--- src/rtl/sfr_pkg.sv ---
package sfr_pkg;

  localparam int BYTE_W      = 8;
  localparam int REG_IDX_W   = 3;
  localparam int STATUS_W    = 3;
  localparam int MAX_PAYLOAD_DEF = 256;

  localparam logic [REG_IDX_W-1:0] REG_FLAG_BYTE    = 3'd0;
  localparam logic [REG_IDX_W-1:0] REG_ESCAPE_BYTE  = 3'd1;
  localparam logic [REG_IDX_W-1:0] REG_FLAG_CODE    = 3'd2;
  localparam logic [REG_IDX_W-1:0] REG_ESCAPE_CODE  = 3'd3;
  localparam logic [REG_IDX_W-1:0] REG_ADDRESS_BYTE = 3'd4;

  localparam logic [BYTE_W-1:0] RST_FLAG_BYTE    = 8'h7E;
  localparam logic [BYTE_W-1:0] RST_ESCAPE_BYTE  = 8'h7D;
  localparam logic [BYTE_W-1:0] RST_FLAG_CODE    = 8'h5E;
  localparam logic [BYTE_W-1:0] RST_ESCAPE_CODE  = 8'h5D;
  localparam logic [BYTE_W-1:0] RST_ADDRESS_BYTE = 8'h03;

  localparam logic [BYTE_W-1:0] SEQ_ZERO_CTRL = 8'h00;
  localparam logic [BYTE_W-1:0] SEQ_ONE_CTRL  = 8'h40;

  localparam logic [STATUS_W-1:0] ST_OK          = 3'd0;
  localparam logic [STATUS_W-1:0] ST_BAD_ESCAPE  = 3'd1;
  localparam logic [STATUS_W-1:0] ST_BAD_ADDRESS = 3'd2;
  localparam logic [STATUS_W-1:0] ST_WRONG_SEQ   = 3'd3;
  localparam logic [STATUS_W-1:0] ST_HDR_CHECK   = 3'd4;
  localparam logic [STATUS_W-1:0] ST_PAY_CHECK   = 3'd5;
  localparam logic [STATUS_W-1:0] ST_SHORT       = 3'd6;
  localparam logic [STATUS_W-1:0] ST_TOO_LONG    = 3'd7;

  typedef struct packed {
    logic [BYTE_W-1:0] flag_byte;
    logic [BYTE_W-1:0] escape_byte;
    logic [BYTE_W-1:0] flag_code;
    logic [BYTE_W-1:0] escape_code;
    logic [BYTE_W-1:0] address_byte;
  } cfg_t;

  typedef struct packed {
    logic              is_flag;
    logic              escape_next;
    logic              bad_escape;
    logic              data_valid;
    logic [BYTE_W-1:0] data;
  } destuff_t;

  typedef struct packed {
    logic [BYTE_W-1:0]   data_byte;
    logic                is_status;
    logic [STATUS_W-1:0] frame_status;
    logic                next_seq;
  } res_t;

endpackage

--- src/rtl/sfr_stream_if.sv ---
interface sfr_line_if;
  import sfr_pkg::*;
  logic              valid;
  logic              ready;
  logic [BYTE_W-1:0] line_byte;
  modport source (output valid, output line_byte, input ready);
  modport sink (input valid, input line_byte, output ready);
endinterface

interface sfr_result_if;
  import sfr_pkg::*;
  logic                valid;
  logic                ready;
  logic [BYTE_W-1:0]   data_byte;
  logic                is_status;
  logic [STATUS_W-1:0] frame_status;
  logic                next_seq;
  modport source (output valid, output data_byte, output is_status, output frame_status,
                  output next_seq, input ready);
  modport sink (input valid, input data_byte, input is_status, input frame_status,
                input next_seq, output ready);
endinterface

--- src/rtl/sfr_destuff.sv ---
module sfr_destuff (
  input  logic [sfr_pkg::BYTE_W-1:0] line_byte,
  input  logic                       escape_pending,
  input  sfr_pkg::cfg_t              cfg,
  output sfr_pkg::destuff_t          ds
);
  import sfr_pkg::*;

  always_comb begin
    ds             = '0;
    ds.is_flag     = (line_byte == cfg.flag_byte);
    if (escape_pending) begin
      if (line_byte == cfg.flag_code) begin
        ds.data_valid = 1'b1;
        ds.data       = cfg.flag_byte;
      end else if (line_byte == cfg.escape_code) begin
        ds.data_valid = 1'b1;
        ds.data       = cfg.escape_byte;
      end else begin
        ds.bad_escape = 1'b1;
      end
    end else if (line_byte == cfg.escape_byte) begin
      ds.escape_next = 1'b1;
    end else begin
      ds.data_valid = 1'b1;
      ds.data       = line_byte;
    end
  end

endmodule

--- src/rtl/sfr_frame.sv ---
module sfr_frame #(
  parameter int MAX_PAYLOAD = sfr_pkg::MAX_PAYLOAD_DEF
) (
  input  logic                       clk,
  input  logic                       rst,
  input  logic                       take,
  input  logic [sfr_pkg::BYTE_W-1:0] line_byte,
  input  sfr_pkg::cfg_t              cfg,
  output logic                       res_valid,
  output sfr_pkg::res_t              res
);
  import sfr_pkg::*;

  localparam int IDX_W = $clog2(MAX_PAYLOAD + 5);
  localparam logic [IDX_W-1:0] LIMIT_INDEX = IDX_W'(MAX_PAYLOAD + 4);

  logic                in_frame, in_frame_next;
  logic                escape_pending, escape_pending_next;
  logic [IDX_W-1:0]    byte_index, byte_index_next;
  logic [BYTE_W-1:0]   address_seen, address_seen_next;
  logic [BYTE_W-1:0]   control_seen, control_seen_next;
  logic [BYTE_W-1:0]   delayed_byte, delayed_byte_next;
  logic [BYTE_W-1:0]   payload_xor, payload_xor_next;
  logic [STATUS_W-1:0] first_error, first_error_next;
  logic                expected_seq, expected_seq_next;
  logic [STATUS_W-1:0] st;
  logic [BYTE_W-1:0]   want_ctrl;
  destuff_t            ds;

  sfr_destuff u_destuff (
    .line_byte      (line_byte),
    .escape_pending (escape_pending),
    .cfg            (cfg),
    .ds             (ds)
  );

  always_comb begin
    if (first_error != ST_OK)                  st = first_error;
    else if (escape_pending)                   st = ST_BAD_ESCAPE;
    else if (byte_index < IDX_W'(4))           st = ST_SHORT;
    else if (payload_xor != '0)                st = ST_PAY_CHECK;
    else                                       st = ST_OK;
  end

  assign want_ctrl = expected_seq ? SEQ_ONE_CTRL : SEQ_ZERO_CTRL;

  always_comb begin
    in_frame_next       = in_frame;
    escape_pending_next = escape_pending;
    byte_index_next     = byte_index;
    address_seen_next   = address_seen;
    control_seen_next   = control_seen;
    delayed_byte_next   = delayed_byte;
    payload_xor_next    = payload_xor;
    first_error_next    = first_error;
    expected_seq_next   = expected_seq;
    res_valid           = 1'b0;
    res                 = '0;
    res.next_seq        = expected_seq;
    if (take) begin
      if (!in_frame || (ds.is_flag && !(byte_index == '0 && !escape_pending))) begin
        if (ds.is_flag) begin
          // open or close: both start from a clean frame
          escape_pending_next = 1'b0;
          byte_index_next     = '0;
          address_seen_next   = '0;
          control_seen_next   = '0;
          delayed_byte_next   = '0;
          payload_xor_next    = '0;
          first_error_next    = ST_OK;
          in_frame_next       = !in_frame;
          if (in_frame) begin
            expected_seq_next = expected_seq ^ (st == ST_OK);
            res_valid         = 1'b1;
            res.is_status     = 1'b1;
            res.frame_status  = st;
            res.next_seq      = expected_seq ^ (st == ST_OK);
          end
        end
      end else if (!ds.is_flag) begin
        escape_pending_next = ds.escape_next;
        if (ds.bad_escape && first_error == ST_OK) first_error_next = ST_BAD_ESCAPE;
        if (ds.data_valid) begin
          if (byte_index >= LIMIT_INDEX) begin
            if (first_error == ST_OK) first_error_next = ST_TOO_LONG;
          end else begin
            byte_index_next = byte_index + IDX_W'(1);
            case (byte_index)
              IDX_W'(0): begin
                address_seen_next = ds.data;
                if (ds.data != cfg.address_byte && first_error == ST_OK)
                  first_error_next = ST_BAD_ADDRESS;
              end
              IDX_W'(1): begin
                control_seen_next = ds.data;
                if (ds.data != want_ctrl && first_error == ST_OK)
                  first_error_next = ST_WRONG_SEQ;
              end
              IDX_W'(2): begin
                if ((address_seen ^ control_seen) != ds.data && first_error == ST_OK)
                  first_error_next = ST_HDR_CHECK;
              end
              default: begin
                if (byte_index >= IDX_W'(4) && first_error == ST_OK) begin
                  res_valid     = 1'b1;
                  res.data_byte = delayed_byte;
                end
                delayed_byte_next = ds.data;
                payload_xor_next  = payload_xor ^ ds.data;
              end
            endcase
          end
        end
      end
    end
  end

  always_ff @(posedge clk) begin
    if (rst) begin
      in_frame       <= 1'b0;
      escape_pending <= 1'b0;
      byte_index     <= '0;
      address_seen   <= '0;
      control_seen   <= '0;
      delayed_byte   <= '0;
      payload_xor    <= '0;
      first_error    <= ST_OK;
      expected_seq   <= 1'b0;
    end else begin
      in_frame       <= in_frame_next;
      escape_pending <= escape_pending_next;
      byte_index     <= byte_index_next;
      address_seen   <= address_seen_next;
      control_seen   <= control_seen_next;
      delayed_byte   <= delayed_byte_next;
      payload_xor    <= payload_xor_next;
      first_error    <= first_error_next;
      expected_seq   <= expected_seq_next;
    end
  end

endmodule

--- src/rtl/sfr_out_buf.sv ---
module sfr_out_buf (
  input  logic          clk,
  input  logic          rst,
  input  logic          push,
  input  sfr_pkg::res_t push_data,
  input  logic          pop_ready,
  output logic          out_valid,
  output sfr_pkg::res_t out_data,
  output logic          full
);
  import sfr_pkg::*;

  res_t       slots [2];
  logic       wr_ptr;
  logic       rd_ptr;
  logic [1:0] count;
  logic       pop;

  assign out_valid = (count != 2'd0);
  assign full      = (count == 2'd2);
  assign out_data  = slots[rd_ptr];
  assign pop       = out_valid && pop_ready;

  always_ff @(posedge clk) begin
    if (push) slots[wr_ptr] <= push_data;
  end

  always_ff @(posedge clk) begin
    if (rst) begin
      wr_ptr <= 1'b0;
      rd_ptr <= 1'b0;
      count  <= 2'd0;
    end else begin
      if (push) wr_ptr <= !wr_ptr;
      if (pop)  rd_ptr <= !rd_ptr;
      count <= count + {1'b0, push} - {1'b0, pop};
    end
  end

endmodule

--- src/rtl/stuffed_frame_receiver.sv ---
// Each result beat is written into the result buffer when the line beat that causes it is taken.
// Throughput: one line beat per cycle while the result buffer is not full; frame state updates in a single pass.
// A two-entry result buffer keeps input open while one result waits.
// Reset (rst, synchronous): registers back to defaults, receiver hunts for a flag,
// sequence bit 0, result buffer empty.
module stuffed_frame_receiver #(
  parameter int MAX_PAYLOAD = sfr_pkg::MAX_PAYLOAD_DEF
) (
  input  logic                          clk,
  input  logic                          rst,
  sfr_line_if.sink                      line,
  sfr_result_if.source                  result,
  input  logic                          write_en,
  input  logic [sfr_pkg::REG_IDX_W-1:0] write_index,
  input  logic [sfr_pkg::BYTE_W-1:0]    write_data
);
  import sfr_pkg::*;

  cfg_t cfg;
  logic take;
  logic full;
  logic frm_valid;
  res_t frm_res;
  res_t out_res;

  always_ff @(posedge clk) begin
    if (rst) begin
      cfg.flag_byte    <= RST_FLAG_BYTE;
      cfg.escape_byte  <= RST_ESCAPE_BYTE;
      cfg.flag_code    <= RST_FLAG_CODE;
      cfg.escape_code  <= RST_ESCAPE_CODE;
      cfg.address_byte <= RST_ADDRESS_BYTE;
    end else if (write_en) begin
      case (write_index)
        REG_FLAG_BYTE:    cfg.flag_byte    <= write_data;
        REG_ESCAPE_BYTE:  cfg.escape_byte  <= write_data;
        REG_FLAG_CODE:    cfg.flag_code    <= write_data;
        REG_ESCAPE_CODE:  cfg.escape_code  <= write_data;
        REG_ADDRESS_BYTE: cfg.address_byte <= write_data;
        default: ;
      endcase
    end
  end

  assign line.ready = !full;
  assign take       = line.valid && !full;

  sfr_frame #(
    .MAX_PAYLOAD (MAX_PAYLOAD)
  ) u_frame (
    .clk       (clk),
    .rst       (rst),
    .take      (take),
    .line_byte (line.line_byte),
    .cfg       (cfg),
    .res_valid (frm_valid),
    .res       (frm_res)
  );

  sfr_out_buf u_out_buf (
    .clk       (clk),
    .rst       (rst),
    .push      (frm_valid),
    .push_data (frm_res),
    .pop_ready (result.ready),
    .out_valid (result.valid),
    .out_data  (out_res),
    .full      (full)
  );

  assign result.data_byte    = out_res.data_byte;
  assign result.is_status    = out_res.is_status;
  assign result.frame_status = out_res.frame_status;
  assign result.next_seq     = out_res.next_seq;

endmodule

--- src/flat_wrapper.sv ---
// flat-port wrapper written by rule: the top's interface ports become plain ports
module stuffed_frame_receiver_flat import sfr_pkg::*;
#(
  parameter int MAX_PAYLOAD = sfr_pkg::MAX_PAYLOAD_DEF
)
  (clk, rst, write_en, write_index, write_data, line_valid, line_line_byte, line_ready, result_valid, result_data_byte, result_is_status, result_frame_status, result_next_seq, result_ready);
  sfr_line_if line_i ();
  sfr_result_if result_i ();
  input  logic clk;
  input  logic rst;
  input  logic write_en;
  input  logic [sfr_pkg::REG_IDX_W-1:0] write_index;
  input  logic [sfr_pkg::BYTE_W-1:0] write_data;
  input wire logic [$bits(line_i.valid)-1:0] line_valid;
  input wire logic [$bits(line_i.line_byte)-1:0] line_line_byte;
  output wire logic [$bits(line_i.ready)-1:0] line_ready;
  output wire logic [$bits(result_i.valid)-1:0] result_valid;
  output wire logic [$bits(result_i.data_byte)-1:0] result_data_byte;
  output wire logic [$bits(result_i.is_status)-1:0] result_is_status;
  output wire logic [$bits(result_i.frame_status)-1:0] result_frame_status;
  output wire logic [$bits(result_i.next_seq)-1:0] result_next_seq;
  input wire logic [$bits(result_i.ready)-1:0] result_ready;
  assign line_i.valid = line_valid;
  assign line_i.line_byte = line_line_byte;
  assign line_ready = line_i.ready;
  assign result_valid = result_i.valid;
  assign result_data_byte = result_i.data_byte;
  assign result_is_status = result_i.is_status;
  assign result_frame_status = result_i.frame_status;
  assign result_next_seq = result_i.next_seq;
  assign result_i.ready = result_ready;
  stuffed_frame_receiver #(.MAX_PAYLOAD(MAX_PAYLOAD)) u_core (.clk(clk), .rst(rst), .line(line_i), .result(result_i), .write_en(write_en), .write_index(write_index), .write_data(write_data));
endmodule
--- config.mk ---
export PLATFORM = sky130hd
export DESIGN_NAME = stuffed_frame_receiver_flat
export DESIGN_NICKNAME = d
export VERILOG_FILES = /design/src/rtl/sfr_pkg.sv /design/src/rtl/sfr_stream_if.sv /design/src/rtl/sfr_destuff.sv /design/src/rtl/sfr_frame.sv /design/src/rtl/sfr_out_buf.sv /design/src/rtl/stuffed_frame_receiver.sv /design/src/flat_wrapper.sv
export SDC_FILE = /design/constraint.sdc
export NUM_CORES = 1
export LEC_CHECK = 0
export BUFFER_PORTS_ARGS = -buffer_cell sky130_fd_sc_hd__buf_2
export CORE_UTILIZATION = 53
export CTS_CLUSTER_DIAMETER = 120
export CTS_CLUSTER_SIZE = 28
export DETAILED_ROUTE_END_ITERATION = 10
export GPL_ROUTABILITY_DRIVEN = 1
export PLACE_DENSITY_LB_ADDON = 0.12
export SETUP_SLACK_MARGIN = 0.15
export SYNTH_ARGS = -nofsm -noshare
export SYNTH_HDL_FRONTEND = slang
export SYNTH_SLANG_ARGS = --single-unit
--- constraint.sdc ---
create_clock -name clk -period 3.7 [get_ports clk]
set_input_delay 0 -clock clk [delete_from_list [all_inputs] [get_ports clk]]
set_output_delay 0 -clock clk [all_outputs]
set_load 0.01 [all_outputs]
==> flow_summary.yaml, run 1 <==
floorplan:
  fp.coreArea_um2: 10790
  fp.dieH_um: 107.2
  initial_core_util: 0.5439
  io_pins: 39
  die_w_um: 107.2
  dieArea_um2: 11500
  std_cell_rows: 38
yosys:
  synth_common_cells: "dfxtp_1, nand2_1, nor2_1, xnor2_1, a21oi_1"
  yosys.area.top_type_share: 0.3137
  synth.most_common_cell: "dfxtp_1"
  async_reset_ff_frac: 0
  ys_ff_latch: 118
  syn_nets: 649
  synth.largest_area_cell: "dfxtp_1"
  ys.flop_type: "dfxtp_1"
  syn_area_um2: 5871
  synth_area_leaders: "dfxtp_1, edfxtp_1, xnor2_1"
  ys_seq_area_frac: 0.4467
  syn_avg_cell_area_um2: 9.499
  synth_edf_count: 26
  yosysWarnings: 0
  ys_types: 57
  synthCells: 618
route:
  firstDrtPassIters: 6
  wl_per_cell_um: 16.13
  drt_wl_total_mm: 13.21
  vias: 4537
  drtIter0Drc: 258
  drc_errors: 0
  via_per_inst: 5.540
  ant_nets: 0
hold_path:
  whs_endpoint: "u_core.cfg[9]"
  whs_path_depth: 4
  min_path_type: "in2reg"
  hold_start: "write_index[1]"
setup_path:
  endpoint_kind: "flip-flop"
  cp.required_ps: 4110
  cp-startpoint: "u_core.u_frame.byte_index[2]"
  crit_path_max_fanout: 12
  rr_endpoint: "u_core.u_frame.byte_index[8]"
  path_class: "reg2reg"
  cp.arrival_ps: 3630
  rr_worst_depth: 11
  regToRegStartpoint: "u_core.u_frame.byte_index[2]"
  start_kind: "flip-flop"
  ff2ff_setup_slack_ps: 480
placement:
  dpl.hpwl_mm: 9.127
  gp_congestion: 0.8623
  port_buffers: 38
  post-place-ws_ps: 313.3
sta:
  finalSetupViolations: 0
  fin_skew_ps: 6.490
  finalMaxSlewViolations: 0
  timing.hold.ws_ps: 19.50
  rsz0062_at_grt: "no"
  fmax_ghz: 0.3106
  tightest_slew_ps: 1082
  postLayoutSetupSlackWorst_ps: 480.9
  fin_crit_sh: 0.8700
  min_period_ps: 3219
  maxSlewHeadroom: 0.2757
  fin_tns_setup_ps: 0
  hold_viol: 0
power:
  sw_frac_of_total: 0.2156
  ir_drop_v: 0.0003748
  clockPowerShare: 0.522
  p_leak_nw: 2.632
  comb_power_share: 0.054
  power.density_nw_per_um2: 459.0
  pwr-share-seq: 0.424
  p_sw_mw: 0.6793
  p_int_mw: 2.471
final_layout:
  num_antenna_cells: 0
  final_util: 0.6360
  nNetsFinal: 697
  drive_gt1_frac: 0.1605
  area_delta_synth_final_pct: 16.92
flow_run:
  max_cap_viol_count: 0
global_route:
  grt_antenna_before_repair: 0
  grt_max_degree: 48
  grt_use_total: 0.2507
  grt_pass1_vias: 4500
  grt-ovfl-total: 0
  grt_pass1_wl_mm: 21.80
clock_tree:
  clk_pin_slew_worst_paths_ps: 50
  insertion_delay_ps: 540
  ctsRootBufferMaster: "clkbuf_8"
  htreeDepth: 4
  cts_sinks: 118
  cts_buffers: 17
  cts_tree: "yes"
  cts.path.max_buffers: 2
status:
  status: "finished, final reports clean"
[what timing repair did]
action                                  CTS  global route
hold endpoints to repair                 43             0
setup buffers                             0             0
resized for setup                         0             1
endpoints found under the setup margin    0             9
hold buffers                             11             0
[cell families after synthesis]
| family | after synthesis | share of synthesized area |
|---|---|---|
| xor gates and xnor gates | 68 | 0.1053 |
| DFF | 118 | 0.4467 |
| and+or+nand+nor | 258 | 0.2244 |
| adders and majority gates | 7 | 0.01492 |
| AOI/OAI and AO/OA | 91 | 0.1102 |
| buffers and inverters | 39 | 0.03261 |
| muxes | 37 | 0.06586 |
[cell usage in the layout, fill, tap and decap left out, types with 7 or more instances in the layout]
cell type and instances:
nor3_1 23, nand2b_1 7, mux2i_1 24, xor2_1 21, dlygate4sd3_1 11, and2_1 11, clkbuf_16 17, o21ai_0 14
nand4_1 9, nand3_1 10, xnor2_1 44, a211o_1 13, dfxtp_1 92, nand2_1 72, inv_1 7, a21oi_1 33
mux2_2 13, edfxtp_1 26, nand3b_1 13, buf_2 38, nor2_1 64, nor2b_1 22, ha_1 7, buf_4 11
[state kept, by name, summed over array words and instances, names as in the netlist, 2 cells and up, named ones only]
register                     count
u_core.u_frame.delayed_byte      8
u_core.u_out_buf.slots          26
u_core.u_frame.first_error       3
u_core.u_frame.control_seen      8
u_core.u_frame.address_seen      8
u_core.u_frame.payload_xor       8
u_core.u_frame.byte_index        9
u_core.u_out_buf.count           2
u_core.cfg                      40
[through the flow]
stage	instances	cell area [um^2]	power [mW]
after floorplan	618	5871	1.474
after global placement	776	6157	1.519
after detailed placement	776	6157	1.522
after CTS	819	6860	3.171
after global routing	819	6864	3.247
final	819	6864	3.150
[how the worst max path moves through the flow]
stage	endpoint
3_3_place_gp	u_core.u_frame.byte_index[6]
3_5_place_dp	u_core.u_frame.byte_index[8]
5_1_grt	u_core.u_frame.byte_index[7]
2_1_floorplan	u_core.u_frame.byte_index[0]
4_1_cts	u_core.u_frame.byte_index[8]
6_report	u_core.u_frame.byte_index[8]
[area by class of cell]
| type | count | area (um^2) |
|---|---|---|
| repair buffers | 60 | 382.9 |
| clock inverters | 9 | 125.1 |
| inverters | 8 | 30.03 |
| multi-input cells | 461 | 3060 |
| well taps | 140 | 175.2 |
| fillers | 898 | 3929 |
| flip-flops and latches | 118 | 2623 |
| clock buffers | 23 | 467.9 |
[power by group through the flow]
stage	sequential, mW	combinational, mW	clock (mW)
global route	1.34	0.185	1.73
global placement	1.36	0.158	0
detailed placement	1.36	0.160	0
finish	1.34	0.172	1.64
CTS	1.34	0.170	1.67
floorplan	1.36	0.114	0
[metal layers]
layer	vias to the layer above	GRT usage	part of all wire
li1	2253	-	-
met1	2137	0.2913	0.44
met2	121	0.4258	0.49
met3	26	0.06809	0.049
met4	0	0.1213	0.022
met5	-	0	0
[critical path, cell delays in order (launching register included)]
cell and delay (ps):
dfxtp_1 360, or4_4 600, nor4_4 280, and3_1 220
nor2_1 60, nor2b_1 260, inv_2 70, ha_1 330
a211o_1 410, nor3_1 300, xnor2_1 150, nor2_1 50
Note: power is estimated with default switching activity, not from simulation.
==> run 2, diff against run 1 <==
==> constraint.sdc (replaced) <==
create_clock -name clk -period 4 [get_ports clk]
set_input_delay 0 -clock clk [delete_from_list [all_inputs] [get_ports clk]]
set_output_delay 0 -clock clk [all_outputs]
set_load 0.01 [all_outputs]
==> flow_summary.yaml, run 2 (synthesis results as in run 1) <==
final_layout:
  area_delta_synth_final_pct: 16.18
  drive_gt1_frac: 0.1625
  final_cell_mix: "dfxtp_1, nand2_1, nor2_1, xnor2_1, buf_2"
  fill_cells: 906
  nNetsFinal: 695
  top_regs: "u_core.cfg x40, u_core.u_out_buf.slots x26, u_core.u_frame.byte_index x9"
  final_common_cell: "dfxtp_1"
  largest_reg_flops: 40
  num_antenna_cells: 0
  regMostFlops: "u_core.cfg"
setup_path:
  rr_endpoint: "u_core.u_frame.byte_index[4]"
  cp-startpoint: "u_core.u_frame.byte_index[2]"
  ff2ff_setup_slack_ps: 630
  cp.arrival_ps: 3820
  rr_worst_depth: 10
  crit_path_max_fanout: 26
  cp.required_ps: 4450
  path_cells: "or4_4 -> nor4_4 -> and3_1 -> nor2_1 -> nor2b_1 -> inv_2 -> ha_1 -> a211o_1 -> or3_1 -> a21oi_1"
  slowest_stage: "or4_4"
  setup.worst_path.end: "u_core.u_frame.byte_index[4]"
  start_kind: "flip-flop"
  cpPeakStageDelay_ps: 600
  regToRegStartpoint: "u_core.u_frame.byte_index[2]"
  endpoint_kind: "flip-flop"
  path_class: "reg2reg"
power:
  p_leak_nw: 2.602
  ir_drop_v: 0.0002216
  power.density_nw_per_um2: 416.4
global_route:
  grt_pass1_wl_mm: 21.67
  grt-ovfl-total: 0
  grt_max_degree: 56
  grt_pass1_vias: 4410
  grt_use_total: 0.2465
  grt_antenna_before_repair: 0
status:
  status: "finished, final reports clean"
sta:
  fin_skew_ps: 10.62
  fin_tns_setup_ps: 0
  finalSetupViolations: 0
  timing.hold.ws_ps: 18.64
  maxSlewHeadroom: 0.3013
  finalMaxSlewViolations: 0
  hold_viol: 0
  fmax_ghz: 0.2971
  min_period_ps: 3366
  tightest_slew_ps: 1044
  rsz0062_at_grt: "no"
  fin_crit_sh: 0.8414
placement:
  gp_congestion: 0.8829
  dpl.hpwl_mm: 9.108
  port_buffers: 38
floorplan:
  io_pins: 39
  fp.coreArea_um2: 10790
  initial_core_util: 0.5439
  dieArea_um2: 11500
  fp.dieH_um: 107.2
  die_w_um: 107.2
  std_cell_rows: 38
route:
  firstDrtPassIters: 6
  drtIter0Drc: 217
  vias: 4505
  drc_errors: 0
  ant_nets: 0
  drt_wl_total_mm: 12.91
  via_per_inst: 5.514
  wl_per_cell_um: 15.80
clock_tree:
  clk_pin_slew_worst_paths_ps: 60
  cts_buffers: 17
  ctsRootBufferMaster: "clkbuf_8"
  cts_sinks: 118
  insertion_delay_ps: 530
  cts_resized: 0
  cts.path.max_buffers: 2
  cts_tree: "yes"
  htreeDepth: 4
flow_run:
  max_cap_viol_count: 0
hold_path:
  hold_start: "write_index[2]"
  min_path_type: "in2reg"
run 2: changes by cell type in the layout (fill, tap and decap cells not counted), sizes merged:
cell / before / now
clkinv: 4 / 6
dlygate4sd3: 11 / 10
clkbuf: 23 / 18
inv: 8 / 10
clkinvlp: 2 / 4
buf: 49 / 48
bufinv: 3 / 2
run 2: per-layer routing:
layer  up-vias  global-route usage  part of all wire
li1       2262                   -                 -
met1      2113              0.3013              0.45
met2       110              0.4235              0.50
met3        20             0.04924             0.038
met4         0             0.09980             0.018
met5         -                   0                 0
run 2: worst max-delay path, delay by kind of cell (launching register included):
| kind | cells | cell delay, ps |
|---|---|---|
| and+or+nand+nor | 6 | 1760 |
| adders and majority gates | 1 | 390 |
| DFF | 1 | 360 |
| AOI/OAI and AO/OA | 2 | 560 |
| buffers and inverters | 1 | 230 |
run 2: what timing repair did:
item,in CTS,in global routing
buffers inserted,0,0
hold endpoints to repair,43,0
hold buffers,10,0
run 2: worst min path at each step:
stage | to | slack (ps) | cells past startpoint
final | u_core.cfg[5] | 20 | 4
after floorplan | u_core.cfg[17] | 120 | 1
after CTS | u_core.cfg[5] | 6 | 4
after global placement | u_core.cfg[19] | 290 | 2
after detailed placement | u_core.cfg[19] | 300 | 2
after global routing | u_core.cfg[3] | 40 | 4
run 2: power breakdown:
part	internal (mW)	switching, mW
sequential	1.22	0.0104
combinational	0.0635	0.0939
clock	0.889	0.559
total	2.18	0.663
run 2: final cells by class:
| class | instances | area, um^2 | share of cell area |
|---|---|---|---|
| clock buffer | 18 | 417.9 | 0.06127 |
| inverter | 8 | 30.03 | 0.004403 |
| multi-input combinational | 461 | 3057 | 0.4482 |
| sequential | 118 | 2623 | 0.3845 |
| tap | 140 | 175.2 | 0.02568 |
| clock inverter | 14 | 152.6 | 0.02238 |
| timing repair buffer | 58 | 365.4 | 0.05357 |
run 2: stage by stage:
| step | util | cells | setup slack (ps) | area, um^2 | power (mW) |
|---|---|---|---|---|---|
| after floorplan | - | 618 | 603.6 | 5871 | 1.363 |
| after global routing | 0.6319 | 817 | 398.6 | 6820 | 2.924 |
| final | 0.6319 | 817 | 634.4 | 6820 | 2.840 |
| after CTS | 0.6319 | 817 | 618.8 | 6820 | 2.861 |
| after global placement | 0.5698 | 775 | 743.2 | 6150 | 1.406 |
| after detailed placement | 0.5698 | 775 | 636.0 | 6150 | 1.409 |
==> run 3, diff against run 2 <==
==> constraint.sdc (replaced) <==
create_clock -name clk -period 2.9 [get_ports clk]
set_input_delay 0 -clock clk [delete_from_list [all_inputs] [get_ports clk]]
set_output_delay 0 -clock clk [all_outputs]
set_load 0.01 [all_outputs]
==> flow_summary.yaml, run 3 (synthesis results as in run 1) <==
status:
  status: "finished, final reports clean"
final_layout:
  final_common_cell: "dfxtp_1"
  fill_cells: 784
  final_cell_mix: "dfxtp_1, nand2_1, nor2_1, buf_4, xnor2_1"
  final_util: 0.6831
  multiInputGateArea_um2: 3241
  stdcell_count: 852
  drive_gt1_frac: 0.2458
  top_regs: "u_core.cfg x40, u_core.u_out_buf.slots x26, u_core.u_frame.byte_index x9"
  nNetsFinal: 730
  register_area_um2: 2634
  regMostFlops: "u_core.cfg"
  design_area_um2: 7372
  area_delta_synth_final_pct: 25.58
  largest_reg_flops: 40
  num_antenna_cells: 0
floorplan:
  dieArea_um2: 11500
  io_pins: 39
  fp.dieH_um: 107.2
  fp.coreArea_um2: 10790
  std_cell_rows: 38
  initial_core_util: 0.5439
  die_w_um: 107.2
route:
  drt_wl_total_mm: 13.86
  drc_errors: 0
  via_per_inst: 5.538
  ant_nets: 0
  drtIter0Drc: 220
  vias: 4718
  firstDrtPassIters: 4
  wl_per_cell_um: 16.26
sta:
  rsz0062_at_grt: "yes"
  fin_skew_ps: 4.926
  min_period_ps: 2708
  finalMaxSlewViolations: 0
  fin_crit_sh: 0.9338
  finalSetupViolations: 0
  tightest_slew_ps: 1009
  timing.hold.ws_ps: 25.73
  fmax_ghz: 0.3693
  maxSlewHeadroom: 0.3275
  hold_viol: 0
clock_tree:
  ctsRootBufferMaster: "clkbuf_8"
  cts_sinks: 118
  clk_pin_slew_worst_paths_ps: 60
  cts_buffers: 17
  htreeDepth: 4
  insertion_delay_ps: 520
  cts.path.max_buffers: 2
  cts_tree: "yes"
global_route:
  grt_antenna_before_repair: 0
  met3_usage: 0.04985
  met1_usage: 0.3031
  grt_use_total: 0.2555
  grt-ovfl-total: 0
  met2_usage: 0.4479
  grt_pass1_vias: 4625
  grt_most_used_layer: "met2"
  grt_pass1_wl_mm: 22.52
  grt_max_degree: 55
power:
  finalPower_mw: 4.242
  clockPowerShare: 0.543
  pwr-share-seq: 0.401
  comb_power_share: 0.056
  ir_drop_v: 0.0003696
  sw_frac_of_total: 0.2214
  p_sw_mw: 0.9392
  power.density_nw_per_um2: 575.4
  p_leak_nw: 2.914
  p_int_mw: 3.303
setup_path:
  start_kind: "flip-flop"
  crit_path_max_fanout: 5
  cp.arrival_ps: 3110
  endpoint_kind: "flip-flop"
  path_class: "reg2reg"
  cp.required_ps: 3310
placement:
  placedCellCount: 800
  port_buffers: 38
  gp_congestion: 0.8608
  dpl.hpwl_mm: 9.527
  place_area_um2: 6439
flow_run:
  max_cap_viol_count: 0
hold_path:
  min_path_type: "in2reg"
==> run 3: cell type report <==
cell class,instances,share of cell area
Clock buffer,18,0.05804
Sequential cell,118,0.3573
Inverter,8,0.004073
Multi-Input combinational cell,462,0.4396
Clock inverter,14,0.03004
Tap cell,140,0.02376
Timing Repair Buffer,92,0.08724
==> run 3: path summary, 6_finish.rpt <==
check,start,endpoint,slack [ps],cells past startpoint
worst max register to register,u_core.u_frame.byte_index[3],u_core.u_frame.byte_index[5],190,12
worst max-delay path,u_core.u_frame.byte_index[3],u_core.u_frame.byte_index[5],190,12
worst min-delay path,write_index[1],u_core.cfg[13],30,4
worst min register to register,u_core.cfg[7],u_core.cfg[7],470,2
==> run 3: metal layers <==
layer  vias up  share of wire
li1       2334              -
met1      2258           0.43
met2       101           0.51
met5         -              0
met3        25          0.033
met4         0          0.024
==> run 3: critical path: stages, from the launching register on <==
cell	delay, ps
dfxtp_4	360
or4_4	560
nor4_4	190
and3_4	230
nor2_2	50
nor2b_2	140
inv_2	60
ha_4	230
a211o_4	300
buf_8	150
nor3_4	120
xnor2_1	150
nor2_1	50
==> run 3: power groups by stage <==
stage	Combinational, mW	Sequential (mW)	Clock [mW]
final	0.239	1.70	2.30
after floorplan	0.148	1.73	0
after detailed placement	0.214	1.74	0
after global placement	0.211	1.74	0
after CTS	0.227	1.70	2.33
after global routing	0.258	1.70	2.41
==> run 3: through the flow <==
stage	setup WS, ps	TNS [ps]
final	191.9	0
after global routing	53.94	0
after CTS	154.0	0
after detailed placement	14.42	0
after global placement	65.51	0
after floorplan	-199.2	-1826
==> run 3: timing repair <==
| item | CTS | global route |
|---|---|---|
| gates resized for setup | 2 | 21 |
| setup endpoints to repair | 11 | 14 |
| endpoints found under the hold margin | 42 | 0 |
| cloned | 1 | 1 |
| pin swaps | 5 | 14 |
| hold buffers | 9 | 0 |
| buffers inserted | 2 | 7 |
